File: config.mk
export PLATFORM = sky130hd
export DESIGN_NAME = eji_div
export DESIGN_NICKNAME = d
export VERILOG_FILES = /design/src/hdl/eji_pkg.sv /design/src/hdl/eji_div.sv
export SDC_FILE = /design/constraint.sdc
export NUM_CORES = 1
export LEC_CHECK = 0
export ABC_AREA = 1
export BUFFER_PORTS_ARGS = -buffer_cell sky130_fd_sc_hd__buf_2
export CAP_MARGIN = 30
export CORE_MARGIN = 8
export CORE_UTILIZATION = 60
export CTS_CLUSTER_SIZE = 20
export DETAILED_ROUTE_END_ITERATION = 8
export GPL_ROUTABILITY_DRIVEN = 0
export PLACE_DENSITY = 0.8
export SYNTH_ARGS = -nofsm -noshare
export SYNTH_HDL_FRONTEND = slang
export SYNTH_SLANG_ARGS = --single-unit
export TNS_END_PERCENT = 20
File: constraint.sdc
create_clock -name aclk -period 7.8 [get_ports aclk]
set_input_delay 0.78 -clock aclk [delete_from_list [all_inputs] [get_ports aclk]]
set_output_delay 0.78 -clock aclk [all_outputs]
set_load 0.005 [all_outputs]
File: src/hdl/eji_pkg.sv
package eji_pkg;

    typedef enum logic [1:0] {
        OP_WEIGHT  = 2'd0,
        OP_NODE    = 2'd1,
        OP_COMPUTE = 2'd2
    } op_t;

    typedef enum logic [1:0] {
        REG_DIMENSION  = 2'd0,
        REG_DOF_COUNT  = 2'd1,
        REG_QUAD_COUNT = 2'd2
    } reg_idx_t;

    typedef enum logic [2:0] {
        ST_IDLE,
        ST_MAC,
        ST_FLUSH,
        ST_ADJ,
        ST_DET,
        ST_DIV,
        ST_OUT
    } state_t;

    localparam int DATA_W = 32;

    // Q16.16 product, round half up, result kept at full range
    function automatic logic signed [47:0] mul_q(input logic signed [31:0] a,
                                                 input logic signed [31:0] b);
        logic signed [63:0] p;
        p = $signed({{32{a[31]}}, a}) * $signed({{32{b[31]}}, b});
        p = p + 64'sd32768;
        return p[63:16];
    endfunction

    function automatic logic signed [31:0] sat32(input logic signed [63:0] v);
        if (v > 64'sd2147483647) begin
            return 32'sh7fffffff;
        end else if (v < -64'sd2147483648) begin
            return 32'sh80000000;
        end
        return v[31:0];
    endfunction

    function automatic logic signed [63:0] ext48(input logic signed [47:0] v);
        return {{16{v[47]}}, v};
    endfunction

    function automatic logic [1:0] inc3(input logic [1:0] x);
        return (x == 2'd2) ? 2'd0 : x + 2'd1;
    endfunction

endpackage

File: src/hdl/eji_div.sv
module eji_div (
    input  logic               aclk,
    input  logic               aresetn,
    input  logic               start,
    input  logic signed [31:0] num,
    input  logic signed [31:0] den,
    output logic               done,
    output logic signed [31:0] quo
);
    import eji_pkg::*;

    logic        run_reg;
    logic        done_reg;
    logic [5:0]  cnt_reg;
    logic [32:0] rem_reg;
    logic [48:0] dvd_reg;
    logic [31:0] den_reg;
    logic        neg_reg;

    logic [32:0] num_abs;
    logic [32:0] den_abs;
    logic [32:0] rem_sh;
    logic        fits;

    assign num_abs = num[31] ? 33'd0 - {num[31], num} : {1'b0, num};
    assign den_abs = den[31] ? 33'd0 - {den[31], den} : {1'b0, den};
    assign rem_sh  = {rem_reg[31:0], dvd_reg[48]};
    assign fits    = rem_sh >= {1'b0, den_reg};

    always_ff @(posedge aclk) begin
        if (!aresetn) begin
            run_reg  <= 1'b0;
            done_reg <= 1'b0;
            cnt_reg  <= '0;
        end else begin
            done_reg <= 1'b0;
            if (start) begin
                run_reg <= 1'b1;
                cnt_reg <= 6'd49;
            end else if (run_reg) begin
                cnt_reg <= cnt_reg - 6'd1;
                if (cnt_reg == 6'd1) begin
                    run_reg  <= 1'b0;
                    done_reg <= 1'b1;
                end
            end
        end
    end

    // restoring division, one quotient bit a cycle, rounding folded into the dividend
    always_ff @(posedge aclk) begin
        if (start) begin
            rem_reg <= '0;
            den_reg <= den_abs[31:0];
            neg_reg <= num[31] ^ den[31];
            dvd_reg <= {1'b0, num_abs[31:0], 16'd0} + {17'd0, den_abs[32:1]};
        end else if (run_reg) begin
            rem_reg <= fits ? rem_sh - {1'b0, den_reg} : rem_sh;
            dvd_reg <= {dvd_reg[47:0], fits};
        end
    end

    always_comb begin
        if (!neg_reg) begin
            quo = (dvd_reg > 49'h7fffffff) ? 32'sh7fffffff : dvd_reg[31:0];
        end else begin
            quo = (dvd_reg > 49'h80000000) ? 32'sh80000000 : 32'd0 - dvd_reg[31:0];
        end
    end

    assign done = done_reg;

endmodule

==> impl_summary.md <==
Logic synthesis
The compound-cell area share of the yosys netlist is 11.7%. For this run, the number of Yosys warnings is 0. The number of synthesized flops with an enable pin is 82. The cell taking the most area after synthesis is edfxtp_1.

The post-synthesis net count is 1835. The count of mapped cells out of synthesis is 1714. The cell area after synthesis is 11500 sq um.

The simple-gate share of the synthesized area is 36.3%. The number of flip-flops and latches in the synthesized netlist is 122. Averaged over all synthesized cells, the footprint is 6.71 sq um.

The number of distinct standard cells referenced by the synthesized netlist is 57. The parity-gate share of the synthesized area counting xor and xnor cells is 7.77%. Counting instances in the post-synthesis netlist gives the leading cell types as nand2_1, inv_1, nor2_1. The post-synthesis sequential area ratio is 28.4%. The dominant combinational cell family by area after synthesis is simple AND/OR/NAND/NOR gates.

The primary flip-flop cell chosen by synthesis mapping is edfxtp_1. The share of cell area taken by muxes after synthesis is 0%. The share of the synthesized area in the top cell type is 21.4%. The library cell with the highest instance count after synthesis is nand2_1. After Yosys synthesis, full adders, half adders and majority gates account for 6.00% of the synthesized area.

By area the synthesized netlist is led by edfxtp_1, nand2_1, inv_1, dfxtp_1, xor2_1. Counting flops with an async set or reset pin after synthesis yields a share of 0%.

Floorplanning
The die covers 23900 sq um. The number of placed I/O pins is 100. The floorplan die height is 154 um. The floorplan die width is 154 um.

Row generation in the floorplan step produced 50 rows. The initial utilization of the core area, before any placement, comes to 61.3%. The core region is 18800 sq um.

Routing
The total DRC errors in the routed layout is 0. Dividing the detail-routed wire length by the instance count gives 16.0 um. The antenna violation net count after detailed routing is 0. The first TritonRoute pass finished after 5 iterations. The routed design has 32600 um of wire. The ratio of routed vias to standard cells is 5.75. The number of DRC markers in iteration 0 is 1027.

The count of vias placed by the detailed router is 11800.

STA
Clock skew on the completed layout was measured at 14.3 ps. The number of pins exceeding their max-slew limit in the final report is 0. Based on the critical path, the design can be clocked at up to 240 MHz. The final count of negative-setup-slack endpoints is 0. The number of failing hold endpoints at the final stage is 0. Subtracting the final worst setup slack from the clock period gives 4160 ps. Setup repair after global routing left no endpoint under its margin. The measured slew at the worst slew-check pin is 902 ps. After layout, the worst path uses 53.3% of the clock period.

Measured against its own limit, the worst slew margin works out to 39.8%. The worst slack on hold paths is 467 ps. In the final timing run, aggregate negative setup slack is 0 ps.

Layout
The register with the most flip-flops in the layout has 49 of them. At the end of the flow, the number of nets in the layout was 1918. The share of post-route cells with drive strength above 1 is 12.3%. The area growth from synthesis to final layout is 10.6%. The count of placed standard cells in the final layout, fillers left out is 2045.

At the end of the flow the core is filled with cells to 67.8%.

Clocking
Buffers inserted to repair hold after CTS numbered 0. In this run, CTS created clock tree buffers numbering 17. The cell at the root of the clock tree is clkbuf_16. The clock input transition at the sequential cells of the worst setup and hold paths is 60 ps.

The buffer levels on the longest clock path is 2. The clock net in this run drives a total of 122 sinks. At the later pin of the worst-skew pair, clock insertion delay measures 430 ps. The maximum level of the CTS H-tree is 4. After clock tree synthesis, the setup repair step added 0 buffers. TritonCTS built the clock tree.

The number of gates resized after CTS was 0.

Place
In this run the tool buffered the top-level ports with 99 buffer cells. The final HPWL from detailed placement is 25200 um. After detailed placement, the design holds a cell count of 2011.

GRT
The first global-routing pass estimated 53000 um of wire. Summed over all layers, the global routing overflow is 0. The initial antenna violation count is 5. Entering global routing, the biggest net connects 85 pins.

For this run, the total global-route usage over all layers was measured as 27.3%. The via count of the first global-routing pass is 11000.

Critical path
The critical register-to-register path endpoint is rem_reg[24]. The critical path is of the reg -> out type. The largest driver fanout on the critical path is 25.

For the worst setup path, the data required time is 7020 ps. The type of origin of the critical path is a register. The arrival time at the worst endpoint is 3380 ps. Measured in cells, the most critical reg-to-reg path has a length of 14. The worst reg-to-reg setup slack is 4750 ps. STA classifies the critical path endpoint as a primary output. In this run the critical register-to-register path is launched from dvd_reg[48].

Power
Power spread over the standard cell area amounts to 172 nW/um^2. In this run the static leakage power is 6.13 nW. The overall power consumption is 0.00218 W. The worst vdd rail ir drop is 160 uV.

Worst hold path
The hold path endpoint is rem_reg[30]. The class of the worst hold path is reg -> reg. Counting instances, the worst hold path has a depth of 2. The launch point of the worst hold path is rem_reg[30].

Status
The flow ran to the end, and the final reports show no timing, DRC or antenna violations.

Flow run
The max-capacitance violation count is 0.
## where the power goes
| part | internal, W | total (W) | switching [W] |
|---|---|---|---|
| combinational | 0.000191 | 0.000562 | 0.000371 |
| sequential | 0.000771 | 0.000839 | 0.0000678 |
| clock | 0.000471 | 0.000782 | 0.000311 |
| total | 0.00143 | 0.00218 | 0.000750 |
## kinds of logic after synthesis
| logic type | Yosys count |
|---|---|
| compound gates | 234 |
| fa+ha+maj | 54 |
| flops | 122 |
| xor+xnor | 102 |
| buf+inv | 282 |
| other cells | 1 |
| simple gates | 919 |
## worst max-delay path by stage
stage | from | endpoint | slack, ps | cells after the start
after global placement | den[0] | dvd_reg[46] | 3510 | 28
after detailed placement | den[0] | dvd_reg[32] | 3400 | 27
after floorplan | den[0] | dvd_reg[36] | 4000 | 27
after global routing | dvd_reg[0] | quo[23] | 3400 | 17
after CTS | dvd_reg[1] | quo[25] | 3670 | 17
final | dvd_reg[1] | quo[25] | 3640 | 17
## worst max-delay path, stage by stage (launching register included)
cell      delay [ps]
edfxtp_1         510
inv_1            160
ha_1             250
nand3_4          120
nor2_2           120
nand2_2           80
nor2_4           100
nand2_2           80
nor3_2           130
inv_2             80
nor2_4           110
nand2_1           70
a21boi_2         170
nand2_2          320
clkinv_2         270
o21ai_1           90
o21ai_1          150
buf_2            140
## cells in the final DEF (no fill, tap or decap), types with 40 or more instances in the layout
master    instances
edfxtp_1         82
nand3_1         119
buf_2            99
ha_1             52
nand2_1         468
a21oi_1          76
inv_1           228
xor2_1           82
nand3b_1         40
nor2_1          154
o21ai_0          78
dfxtp_1          40
## routing by layer
layer	global-route usage, %	up-vias	routed length, um
li1	-	5789	-
met1	33.7	5334	13400
met2	44.2	529	14800
met3	6.16	97	2960
met4	13.3	8	1370
met5	0	-	47
## cell type report
type                    instances  area, sq um
multi-input cells            1310         7120
fillers                      1644         6050
flip-flops and latches        122         3260
inverters                     241          906
repair buffers                105          553
clock buffers                  18          429
well taps                     234          293
clock inverters                14          150
diodes                          1         2.50
## stage by stage
stage / setup slack (ps) / area, sq um
finish: 3640 / 12700
detailed placement: 3400 / 12100
floorplan: 4000 / 11500
CTS: 3670 / 12700
global placement: 3510 / 12100
global route: 3400 / 12700
Power figures use the tool's default switching activity.
